===== config.mk =====
export PLATFORM = sky130hd
export DESIGN_NAME = lru_key_value_cache_flat
export DESIGN_NICKNAME = d
export VERILOG_FILES = /design/src/hw/rtl/lkvc_pkg.sv /design/src/hw/rtl/lkvc_if.sv /design/src/hw/rtl/lkvc_ctrl.sv /design/src/hw/rtl/lkvc_dp.sv /design/src/hw/rtl/lru_key_value_cache.sv /design/src/flat_wrapper.sv
export SDC_FILE = /design/constraint.sdc
export NUM_CORES = 1
export LEC_CHECK = 0
export BUFFER_PORTS_ARGS = -buffer_cell sky130_fd_sc_hd__buf_2
export CORE_UTILIZATION = 45
export CTS_CLUSTER_DIAMETER = 150
export DETAILED_ROUTE_END_ITERATION = 8
export PLACE_DENSITY = 0.67
export SETUP_SLACK_MARGIN = 0.15
export SLEW_MARGIN = 20
export SYNTH_ARGS = -nofsm -noshare
export SYNTH_HDL_FRONTEND = slang
export SYNTH_SLANG_ARGS = --single-unit

===== constraint.sdc =====
create_clock -name clk -period 11.5 [get_ports clk]
set_input_delay 2.3 -clock clk [delete_from_list [all_inputs] [get_ports clk]]
set_output_delay 2.3 -clock clk [all_outputs]
set_load 0.005 [all_outputs]

===== src/hw/rtl/lkvc_pkg.sv =====
// shared types and constants for the lru key-value cache
package lkvc_pkg;

  localparam int ENTRIES_DEF = 8;
  localparam int KEY_W       = 32;
  localparam int VALUE_W     = 32;
  localparam int CAP_W       = 4;

  localparam logic [CAP_W-1:0] CAP_RESET = CAP_W'(8);

  localparam logic OP_LOOKUP = 1'b0;
  localparam logic OP_WRITE  = 1'b1;

  // rank update applied at the end of an item
  localparam logic [1:0] UPD_NONE   = 2'd0;
  localparam logic [1:0] UPD_TOUCH  = 2'd1;
  localparam logic [1:0] UPD_INSERT = 2'd2;
  localparam logic [1:0] UPD_EVICT  = 2'd3;

  typedef struct packed {
    logic       load;
    logic       scan;
    logic       update;
    logic [1:0] kind;
  } cmd_t;

  typedef struct packed {
    logic scan_done;
    logic found;
    logic has_room;
    logic is_write;
  } status_t;

endpackage


===== src/hw/rtl/lkvc_if.sv =====
// request and response channel interfaces
interface lkvc_req_if;
  logic                        valid;
  logic                        ready;
  logic                        op;
  logic [lkvc_pkg::KEY_W-1:0]   key;
  logic [lkvc_pkg::VALUE_W-1:0] write_value;

  modport source (output valid, output op, output key, output write_value, input ready);
  modport sink   (input valid, input op, input key, input write_value, output ready);
endinterface

interface lkvc_rsp_if;
  logic                        valid;
  logic                        ready;
  logic                        hit;
  logic [lkvc_pkg::VALUE_W-1:0] read_value;

  modport source (output valid, output hit, output read_value, input ready);
  modport sink   (input valid, input hit, input read_value, output ready);
endinterface


===== src/hw/rtl/lkvc_ctrl.sv =====
// control state machine: request intake, scan sequencing, update and result beat
module lkvc_ctrl (
  input  logic              clk,
  input  logic              rst,
  input  logic              req_valid,
  output logic              req_ready,
  output logic              rsp_valid,
  input  logic              rsp_ready,
  input  lkvc_pkg::status_t st,
  output lkvc_pkg::cmd_t    cmd
);

  localparam logic [1:0] S_IDLE = 2'd0;
  localparam logic [1:0] S_SCAN = 2'd1;
  localparam logic [1:0] S_UPD  = 2'd2;

  logic [1:0] state;
  logic [1:0] state_next;
  logic [1:0] kind;

  // what the end of the item does to the order
  always_comb begin
    if (st.found) begin
      kind = lkvc_pkg::UPD_TOUCH;
    end else if (!st.is_write) begin
      kind = lkvc_pkg::UPD_NONE;
    end else if (st.has_room) begin
      kind = lkvc_pkg::UPD_INSERT;
    end else begin
      kind = lkvc_pkg::UPD_EVICT;
    end
  end

  always_comb begin
    state_next = state;
    req_ready  = 1'b0;
    cmd        = '0;
    cmd.kind   = kind;
    case (state)
      S_IDLE: begin
        req_ready = 1'b1;
        if (req_valid) begin
          cmd.load   = 1'b1;
          state_next = S_SCAN;
        end
      end
      S_SCAN: begin
        cmd.scan = 1'b1;
        if (st.scan_done) begin
          state_next = S_UPD;
        end
      end
      S_UPD: begin
        // wait until the result register is free
        if (!rsp_valid || rsp_ready) begin
          cmd.update = 1'b1;
          state_next = S_IDLE;
        end
      end
      default: begin
        state_next = S_IDLE;
      end
    endcase
  end

  always_ff @(posedge clk) begin
    if (rst) begin
      state     <= S_IDLE;
      rsp_valid <= 1'b0;
    end else begin
      state <= state_next;
      if (cmd.update) begin
        rsp_valid <= 1'b1;
      end else if (rsp_ready) begin
        rsp_valid <= 1'b0;
      end
    end
  end

endmodule


===== src/hw/rtl/lkvc_dp.sv =====
// datapath: key/value memories, entry scan, age ranks and result register
module lkvc_dp #(
  parameter int ENTRIES = lkvc_pkg::ENTRIES_DEF
) (
  input  logic                         clk,
  input  logic                         rst,
  input  logic                         cfg_we,
  input  logic [lkvc_pkg::CAP_W-1:0]   cfg_wdata,
  input  logic                         req_op,
  input  logic [lkvc_pkg::KEY_W-1:0]   req_key,
  input  logic [lkvc_pkg::VALUE_W-1:0] req_write_value,
  output logic                         rsp_hit,
  output logic [lkvc_pkg::VALUE_W-1:0] rsp_read_value,
  input  lkvc_pkg::cmd_t               cmd,
  output lkvc_pkg::status_t            st
);

  localparam int IW    = (ENTRIES > 1) ? $clog2(ENTRIES) : 1;
  localparam int CNT_W = $clog2(ENTRIES + 1);
  localparam int CW    = (CNT_W > lkvc_pkg::CAP_W) ? CNT_W : lkvc_pkg::CAP_W;

  logic [lkvc_pkg::KEY_W-1:0]   key_mem [ENTRIES];
  logic [lkvc_pkg::VALUE_W-1:0] val_mem [ENTRIES];

  logic [lkvc_pkg::CAP_W-1:0]   capacity;
  logic [CNT_W-1:0]             occupancy;
  logic [CNT_W-1:0]             occupancy_next;
  logic                         valid      [ENTRIES];
  logic                         valid_next [ENTRIES];
  logic [IW-1:0]                rank       [ENTRIES];
  logic [IW-1:0]                rank_next  [ENTRIES];

  logic                         op_q;
  logic [lkvc_pkg::KEY_W-1:0]   key_req;
  logic [lkvc_pkg::VALUE_W-1:0] val_req;

  logic [CNT_W-1:0]             cnt;
  logic                         rd_vld;
  logic [IW-1:0]                rd_idx;
  logic [lkvc_pkg::KEY_W-1:0]   key_q;
  logic [lkvc_pkg::VALUE_W-1:0] val_q;

  logic                         found;
  logic [IW-1:0]                hit_idx;
  logic [IW-1:0]                hit_rank;
  logic [lkvc_pkg::VALUE_W-1:0] hit_val;
  logic                         old_found;
  logic [IW-1:0]                old_idx;
  logic [IW-1:0]                old_rank;
  logic                         free_found;
  logic [IW-1:0]                free_idx;

  logic [CW-1:0]                cap_ext;
  logic [CW-1:0]                eff_cap;
  logic [IW-1:0]                slot;
  logic [IW-1:0]                t_idx;
  logic [IW-1:0]                t_rank;
  logic                         cur_valid;
  logic [IW-1:0]                cur_rank;
  logic                         mem_we;

  assign cap_ext = CW'(capacity);

  // zero counts as one, anything above the entry count saturates
  always_comb begin
    if (cap_ext == '0) begin
      eff_cap = CW'(1);
    end else if (cap_ext > CW'(ENTRIES)) begin
      eff_cap = CW'(ENTRIES);
    end else begin
      eff_cap = cap_ext;
    end
  end

  assign st.scan_done = (cnt == CNT_W'(ENTRIES)) && !rd_vld;
  assign st.found     = found;
  assign st.has_room  = CW'(occupancy) < eff_cap;
  assign st.is_write  = (op_q == lkvc_pkg::OP_WRITE);

  assign cur_valid = valid[rd_idx];
  assign cur_rank  = rank[rd_idx];

  always_comb begin
    if (found) begin
      slot = hit_idx;
    end else if (cmd.kind == lkvc_pkg::UPD_INSERT) begin
      slot = free_idx;
    end else if (old_found) begin
      slot = old_idx;
    end else begin
      slot = '0;
    end
  end

  assign t_idx  = (cmd.kind == lkvc_pkg::UPD_TOUCH) ? hit_idx : old_idx;
  assign t_rank = (cmd.kind == lkvc_pkg::UPD_TOUCH) ? hit_rank : old_rank;
  assign mem_we = cmd.update && (op_q == lkvc_pkg::OP_WRITE);

  // order update for all lanes in parallel
  always_comb begin
    occupancy_next = occupancy;
    for (int i = 0; i < ENTRIES; i++) begin
      valid_next[i] = valid[i];
      rank_next[i]  = rank[i];
    end
    case (cmd.kind)
      lkvc_pkg::UPD_TOUCH: begin
        for (int i = 0; i < ENTRIES; i++) begin
          if (valid[i] && IW'(i) != t_idx && rank[i] < t_rank) begin
            rank_next[i] = rank[i] + IW'(1);
          end
        end
        rank_next[t_idx] = '0;
      end
      lkvc_pkg::UPD_INSERT: begin
        for (int i = 0; i < ENTRIES; i++) begin
          if (valid[i]) begin
            rank_next[i] = rank[i] + IW'(1);
          end
        end
        valid_next[free_idx] = 1'b1;
        rank_next[free_idx]  = '0;
        occupancy_next       = occupancy + CNT_W'(1);
      end
      lkvc_pkg::UPD_EVICT: begin
        if (old_found) begin
          for (int i = 0; i < ENTRIES; i++) begin
            if (valid[i] && IW'(i) != t_idx && rank[i] < t_rank) begin
              rank_next[i] = rank[i] + IW'(1);
            end
          end
          rank_next[t_idx] = '0;
        end else begin
          // nothing valid to evict: take the first slot
          valid_next[0]  = 1'b1;
          rank_next[0]   = '0;
          occupancy_next = CNT_W'(1);
        end
      end
      default: begin
      end
    endcase
  end

  always_ff @(posedge clk) begin
    if (mem_we) begin
      key_mem[slot] <= key_req;
      val_mem[slot] <= val_req;
    end
    if (cmd.scan && cnt < CNT_W'(ENTRIES)) begin
      key_q <= key_mem[cnt[IW-1:0]];
      val_q <= val_mem[cnt[IW-1:0]];
    end
  end

  always_ff @(posedge clk) begin
    if (rst) begin
      capacity  <= lkvc_pkg::CAP_RESET;
      occupancy <= '0;
      cnt       <= '0;
      rd_vld    <= 1'b0;
      for (int i = 0; i < ENTRIES; i++) begin
        valid[i] <= 1'b0;
        rank[i]  <= '0;
      end
    end else begin
      if (cfg_we) begin
        capacity <= cfg_wdata;
      end
      if (cmd.load) begin
        cnt    <= '0;
        rd_vld <= 1'b0;
      end else if (cmd.scan) begin
        if (cnt < CNT_W'(ENTRIES)) begin
          cnt    <= cnt + CNT_W'(1);
          rd_vld <= 1'b1;
        end else begin
          rd_vld <= 1'b0;
        end
      end
      if (cmd.update) begin
        occupancy <= occupancy_next;
        for (int i = 0; i < ENTRIES; i++) begin
          valid[i] <= valid_next[i];
          rank[i]  <= rank_next[i];
        end
      end
    end
  end

  // request capture, scan tracking and result register
  always_ff @(posedge clk) begin
    if (cmd.load) begin
      op_q       <= req_op;
      key_req    <= req_key;
      val_req    <= req_write_value;
      found      <= 1'b0;
      old_found  <= 1'b0;
      free_found <= 1'b0;
    end else if (cmd.scan && rd_vld) begin
      if (cur_valid && key_q == key_req && !found) begin
        found    <= 1'b1;
        hit_idx  <= rd_idx;
        hit_rank <= cur_rank;
        hit_val  <= val_q;
      end
      if (cur_valid && (!old_found || cur_rank > old_rank)) begin
        old_found <= 1'b1;
        old_idx   <= rd_idx;
        old_rank  <= cur_rank;
      end
      if (!cur_valid && !free_found) begin
        free_found <= 1'b1;
        free_idx   <= rd_idx;
      end
    end
    if (cmd.scan && cnt < CNT_W'(ENTRIES)) begin
      rd_idx <= cnt[IW-1:0];
    end
    if (cmd.update) begin
      rsp_hit <= found;
      rsp_read_value <= (found && op_q == lkvc_pkg::OP_LOOKUP) ? hit_val : '0;
    end
  end

endmodule


===== src/hw/rtl/lru_key_value_cache.sv =====
// lru key-value cache: one request in flight, entries scanned one per cycle
// the next request is taken only once the previous request's scan and rank update finish
// a new request is taken while the previous result beat still waits
// reset clears valid bits, ranks, occupancy and control; capacity returns to 8
// key and value memories are not cleared
module lru_key_value_cache #(
  parameter int ENTRIES = lkvc_pkg::ENTRIES_DEF
) (
  input  logic                       clk,
  input  logic                       rst,
  input  logic                       cfg_we,
  input  logic [lkvc_pkg::CAP_W-1:0] cfg_wdata,
  lkvc_req_if.sink                   req,
  lkvc_rsp_if.source                 rsp
);

  lkvc_pkg::cmd_t    cmd;
  lkvc_pkg::status_t st;

  lkvc_ctrl u_ctrl (
    .clk       (clk),
    .rst       (rst),
    .req_valid (req.valid),
    .req_ready (req.ready),
    .rsp_valid (rsp.valid),
    .rsp_ready (rsp.ready),
    .st        (st),
    .cmd       (cmd)
  );

  lkvc_dp #(
    .ENTRIES (ENTRIES)
  ) u_dp (
    .clk             (clk),
    .rst             (rst),
    .cfg_we          (cfg_we),
    .cfg_wdata       (cfg_wdata),
    .req_op          (req.op),
    .req_key         (req.key),
    .req_write_value (req.write_value),
    .rsp_hit         (rsp.hit),
    .rsp_read_value  (rsp.read_value),
    .cmd             (cmd),
    .st              (st)
  );

endmodule


===== src/flat_wrapper.sv =====
// flat-port wrapper written by rule: the top's interface ports become plain ports
module lru_key_value_cache_flat 
#(
  parameter int ENTRIES = lkvc_pkg::ENTRIES_DEF
)
  (clk, rst, cfg_we, cfg_wdata, req_valid, req_op, req_key, req_write_value, req_ready, rsp_valid, rsp_hit, rsp_read_value, rsp_ready);
  lkvc_req_if req_i ();
  lkvc_rsp_if rsp_i ();
  input  logic clk;
  input  logic rst;
  input  logic cfg_we;
  input  logic [lkvc_pkg::CAP_W-1:0] cfg_wdata;
  input wire logic [$bits(req_i.valid)-1:0] req_valid;
  input wire logic [$bits(req_i.op)-1:0] req_op;
  input wire logic [$bits(req_i.key)-1:0] req_key;
  input wire logic [$bits(req_i.write_value)-1:0] req_write_value;
  output wire logic [$bits(req_i.ready)-1:0] req_ready;
  output wire logic [$bits(rsp_i.valid)-1:0] rsp_valid;
  output wire logic [$bits(rsp_i.hit)-1:0] rsp_hit;
  output wire logic [$bits(rsp_i.read_value)-1:0] rsp_read_value;
  input wire logic [$bits(rsp_i.ready)-1:0] rsp_ready;
  assign req_i.valid = req_valid;
  assign req_i.op = req_op;
  assign req_i.key = req_key;
  assign req_i.write_value = req_write_value;
  assign req_ready = req_i.ready;
  assign rsp_valid = rsp_i.valid;
  assign rsp_hit = rsp_i.hit;
  assign rsp_read_value = rsp_i.read_value;
  assign rsp_i.ready = rsp_ready;
  lru_key_value_cache #(.ENTRIES(ENTRIES)) u_core (.clk(clk), .rst(rst), .cfg_we(cfg_we), .cfg_wdata(cfg_wdata), .req(req_i), .rsp(rsp_i));
endmodule

# --- Yosys cells after proc, flatten, opt, wreduce, memory -nomap -nowiden ---
# Memory sizes are Yosys's and may differ from the RTL's. A register that Yosys moved wholly into a read port is not among the register bits.
# Index checks and enable logic that the tools add are counted.
# Widths: inputs -> output; s select.
totals:
  reg_bits: 167
  ram_bits: 544
  in_bits: 74
  output_inout_bits: 35
  memories: 4
op_classes:
  addsub: 10
  order_cmp: 16
  n_eq_ne: 18
  mux: 110
  bitwise_logic: 26
  n_reduce_logical: 50
mem_list:
  columns: ["memory", "words", "word_bits", "rd", "rd_ports_with_merged_regs", "write_ports", "line_no", "source"]
  rows:
  - ["u_core.u_dp.key_mem", 8, 32, 1, 1, 1, "lkvc_dp.sv:22", "logic [lkvc_pkg::KEY_W-1:0] key_mem [ENTRIES];"]
  - ["u_core.u_dp.val_mem", 8, 32, 1, 1, 1, "lkvc_dp.sv:23", "logic [lkvc_pkg::VALUE_W-1:0] val_mem [ENTRIES];"]
  - ["u_core.u_dp.rank", 8, 3, 9, 1, 8, "lkvc_dp.sv:30", "logic [IW-1:0] rank [ENTRIES];"]
  - ["u_core.u_dp.valid", 8, 1, 9, 1, 8, "lkvc_dp.sv:28", "logic valid [ENTRIES];"]
ops:
  columns: ["op", "n"]
  rows:
  - ["$mux 3", 66]
  - ["$and 24x24->24", 3]
  - ["$pmux 24 s3", 1]
  - ["$not 24->24", 2]
  - ["$eq 32x32->1", 1]
  - ["$logic_and 1x1->1", 27]
  - ["$mux 1", 27]
  - ["$add 3x1->3 const B", 8]
  - ["$lt 3x3->1", 8]
  - ["$mux 21", 1]
  - ["$demux 3 s3", 2]
  - ["$or 1x1->1", 16]
  - ["$reduce_and 3->1", 5]
  - ["$mux 4", 3]
  - ["$ne 3x3->1 const A", 4]
  - ["$mux 2", 5]
  - ["$add 4x1->4 const B", 2]
  - ["$ge 4x4->1 const B", 2]
  - ["$lt 4x1->1 const B", 2]
  - ["$not 3->4", 2]
  - ["$or 8x8->8", 1]
  - ["$pmux 4 s2", 1]
  - ["$reduce_and 2->1", 4]
  - ["$mux 7", 1]
  - ["other kinds (22)", 36]

# --- Depth between registers and ports, before layout ---
depth:
  word_depth: 19
  mapped_depth: 19
  ltp_nobuf: 16

# --- Cells and area by module ---
# Synthesis repeated with hierarchy kept, for this count alone.
hier_totals:
  hier_cells: 1579
  area_unflattened_um2: 30784.5
by_module_without_submodules:
  columns: ["mod", "n_inst", "cells_per_inst", "area_per_inst_um2", "seq_area_each_um2"]
  rows:
  - ["lkvc_dp", 1, 1560, 30618.1, 23082.1]
  - ["lkvc_ctrl", 1, 19, 166.4, 60.1]

# --- Worst setup path before layout ---
# No wires, ideal clock.
synth_timing:
  path_kind: "input -> register"
  from: "input port rsp_ready"
  to: "memory u_core.u_dp.key_mem[4][0] in the netlist's numbering (enable)"
  t_arrival_ns: 6.118
  required_time_ns: 11.014
  setup_slack_ns: 4.896
  stages: 5
  n_path_buf: 0
  path_cell_list: "nand2b_1 > nand2_1 > clkinv_1 > nand3_1 > nor2_1"
synth_rtl:
  columns: ["element", "line_no", "source"]
  rows:
  - ["from (decl)", "flat_wrapper.sv:21", "input wire logic [$bits(rsp_i.ready)-1:0] rsp_ready;"]
  - ["to (decl)", "lkvc_dp.sv:22", null]

==> flow_summary.json <==
{
  "outcome": "finished clean",
  "worst_clock_skew_ps": 21.5,
  "ys_top_cells_by_area": "edfxtp_1 (75%), mux4_2 (10%), mux2_2 (2.6%)",
  "synthTopCellsByCount": "edfxtp_1 (756), mux4_2 (136), mux2_2 (71)",
  "n_antenna_cell": 0,
  "reg2reg_slack_ps": 6520,
  "synth_fp_nets": 1618,
  "synth_area_per_cell_um2": 19.9,
  "slowest_delay_ps": 790,
  "drc_violations_left": 0,
  "worstSetupStartpointType": "input pin",
  "routedWlPerCell_um": 22.9,
  "synth-seq-area-share": 0.764,
  "worstSkewPairLatency_ps": 630,
  "timing.critical_path.fanout_max": 50,
  "fin_nets": 1763,
  "grt_first_pass_wirelength_um": 89900,
  "die_x_um": 262,
  "worst-setup-path-type": "input pin to register",
  "drive_above_1_share": 0.268,
  "tritoncts_num_sinks": 778,
  "synthesis.area_mm2": 0.0303,
  "rows": 94,
  "cts-buffers-inserted": 78,
  "drv_cap": 0,
  "post_cts_hold_buffer_count": 0,
  "floorplan.die_area_mm2": 0.0684,
  "max_freq_mhz": 196,
  "worst_setup_path_end_kind": "register",
  "ctsLongestPathBuffers": 3,
  "final.setup.tns_ps": 0,
  "routed_wl_um": 59400,
  "port-buffer-count": 108,
  "ys_seq_elements": 778,
  "clkTransAtPathRegs_ps": 60,
  "drt.antenna.violating_nets": 0,
  "fillerInstances": 5162,
  "dominant_cell_type_by_area_after_synthesis": "edfxtp_1",
  "initial_utilization": 0.458,
  "cts-htree-levels": 3,
  "power.ir.vdd_worst_uv": 105,
  "grt_use_total": 0.176,
  "critical_path_required_ps": 11740,
  "avgViaCountPerCell": 5.67,
  "worst-slew-pin-transition_ps": 1090,
  "ioPinCount": 109,
  "initial_antenna_violation_count": 3,
  "critical-path-top-cell-by-count": "buf_4",
  "core_area_mm2": 0.0662,
  "final_core_util": 0.519,
  "report.final.slew_viol_count": 0,
  "die_extent_in_y_um": 262,
  "globalRouteOverflowTotal": 0,
  "cts_root_buffer": "clkbuf_16",
  "lkg_pwr_nw": 11.1,
  "cts_post_setup_buffers_inserted": 0,
  "ys_warn_count": 0,
  "gpl.final_weighted_congestion": 0.853,
  "num_vias": 14709,
  "drt-initial-drc-count": 1203,
  "grt_setup_unrepaired": "false",
  "synth_edf_count": 756,
  "grt_pass1_vias": 15178,
  "syn_to_final_growth_pct": 13.5,
  "cell_count_after_synthesis": 1524,
  "cp_cell_sequence": "buf_2 > nand2b_1 > nand2_1 > inv_2 > buf_4 > nand3_1 > nor2_4 > buf_4",
  "detailedPlacementHpwl_um": 32700,
  "finalHoldViolCount": 0,
  "power_per_cell_area_mw_per_mm2": 169,
  "ys_async_sr_fraction": 0,
  "cts_repair_resize_count": 0,
  "first_pass_iters": 5,
  "worst_ep_arrival_time_ps": 5340,
  "min_period_ps": 5100,
  "relative_max_transition_margin": 0.274,
  "post_synth_num_cell_types": 67,
  "setup-violations-final": 0,
  "hold_class": "register to register",
  "synth_top_area_share": 0.749,
  "cts_tree": "yes",
  "fin_crit_sh": 0.443,
  "yosys.cell_count.top_type": "edfxtp_1",
  "critical-path-slowest-cell": "buf_4",
  "grt_max_degree": 120,
  "yosys_most_used_dff": "edfxtp_1"
}
## cell families after synthesis
family | Yosys count | synth area share
flops | 778 | 0.764
simple gates | 239 | 0.0421
mux | 216 | 0.131
compound gates | 141 | 0.0320
buf+inv | 92 | 0.0124
xor+xnor | 34 | 0.00983
fa+ha+maj | 24 | 0.00958
## critical path, delay by kind of cell
family	cells	cell delay [ps]
buffers and inverters	4	1560
and+or+nand+nor	4	1430
## routing by layer
layer  vias to the layer above  track usage  routed length [um]  part of all wire
met3                        94       0.0312                3310             0.056
li1                       6489            -                   -                 -
met2                       466        0.290               29300              0.49
met1                      7658        0.241               25500              0.43
met4                         2       0.0510                1210             0.020
met5                         -            0                  13           0.00022
## stage by stage
step	total power [mW]	hold WS, ps	instances	worst slack [ps]	cell area, um^2
final	5.82	416	2596	6400	34400
after global routing	5.99	424	2596	6180	34400
after CTS	5.87	418	2596	6430	34400
after detailed placement	3.45	405	2453	5800	31900
after global placement	3.45	403	2452	5890	31900
after floorplan	3.38	400	1524	4900	30300
## cell usage in the layout, fill, tap and decap left out, types with 5 or more instances in the layout
master / instances
edfxtp_1: 756
mux4_2: 136
buf_2: 108
clkbuf_16: 80
mux2_2: 71
nand2_1: 51
nor2_1: 40
and2_1: 39
a21oi_1: 32
xor2_1: 31
inv_1: 24
o21ai_0: 24
clkinv_1: 22
ha_1: 20
clkbuf_1: 20
buf_4: 20
dfxtp_1: 19
nor3_1: 16
nand3_1: 13
clkinv_2: 11
nor2b_1: 10
o21a_1: 10
nor2_4: 9
nor4_1: 9
or3_1: 9
mux2i_1: 8
a31oi_1: 7
a21o_1: 7
a32o_1: 7
nand2b_1: 6
nor4bb_1: 6
o211ai_1: 6
o21ai_1: 5
o22ai_1: 5
nand4_1: 5
a211oi_1: 5
## final timing paths
kind | start | to | depth (start not counted)
hold / removal | u_core.u_dp.val_q[14] | u_core.u_dp.hit_val[14] | 0
setup reg to reg | u_core.u_dp.cap_ext[3] | u_core.u_dp.val_mem[1][16] | 16
hold reg to reg | u_core.u_dp.val_q[14] | u_core.u_dp.hit_val[14] | 0
setup / recovery | rsp_ready | u_core.u_dp.key_mem[6][11] | 8
## power by group
| group | total, mW | internal (mW) | switching, mW |
|---|---|---|---|
| Clock | 2.43 | 1.38 | 1.05 |
| Combinational | 0.188 | 0.0928 | 0.0949 |
| Sequential | 3.20 | 3.15 | 0.0541 |
## flip-flops by register name (all words and copies together) (netlist names), 24 cells and up, named ones only
signal	flops
u_core.u_dp.key_mem	256
u_core.u_dp.key_q	32
u_core.u_dp.hit_val	32
u_core.u_dp.val_q	32
u_core.u_dp.val_req	32
u_core.u_dp.rank	24
u_core.u_dp.key_req	32
u_core.u_dp.val_mem	256
u_core.u_dp.rsp_read_value	32
## final cells by class
type | count | area, um^2 | share of cell area
well taps | 864 | 1080 | 0.0314
repair buffers | 131 | 742 | 0.0216
inverters | 26 | 98.8 | 0.00287
clock inverters | 43 | 362 | 0.0105
multi-input cells | 654 | 6880 | 0.200
flip-flops and latches | 778 | 23200 | 0.673
clock buffers | 100 | 2080 | 0.0604
(Power assumes the default switching activity.)
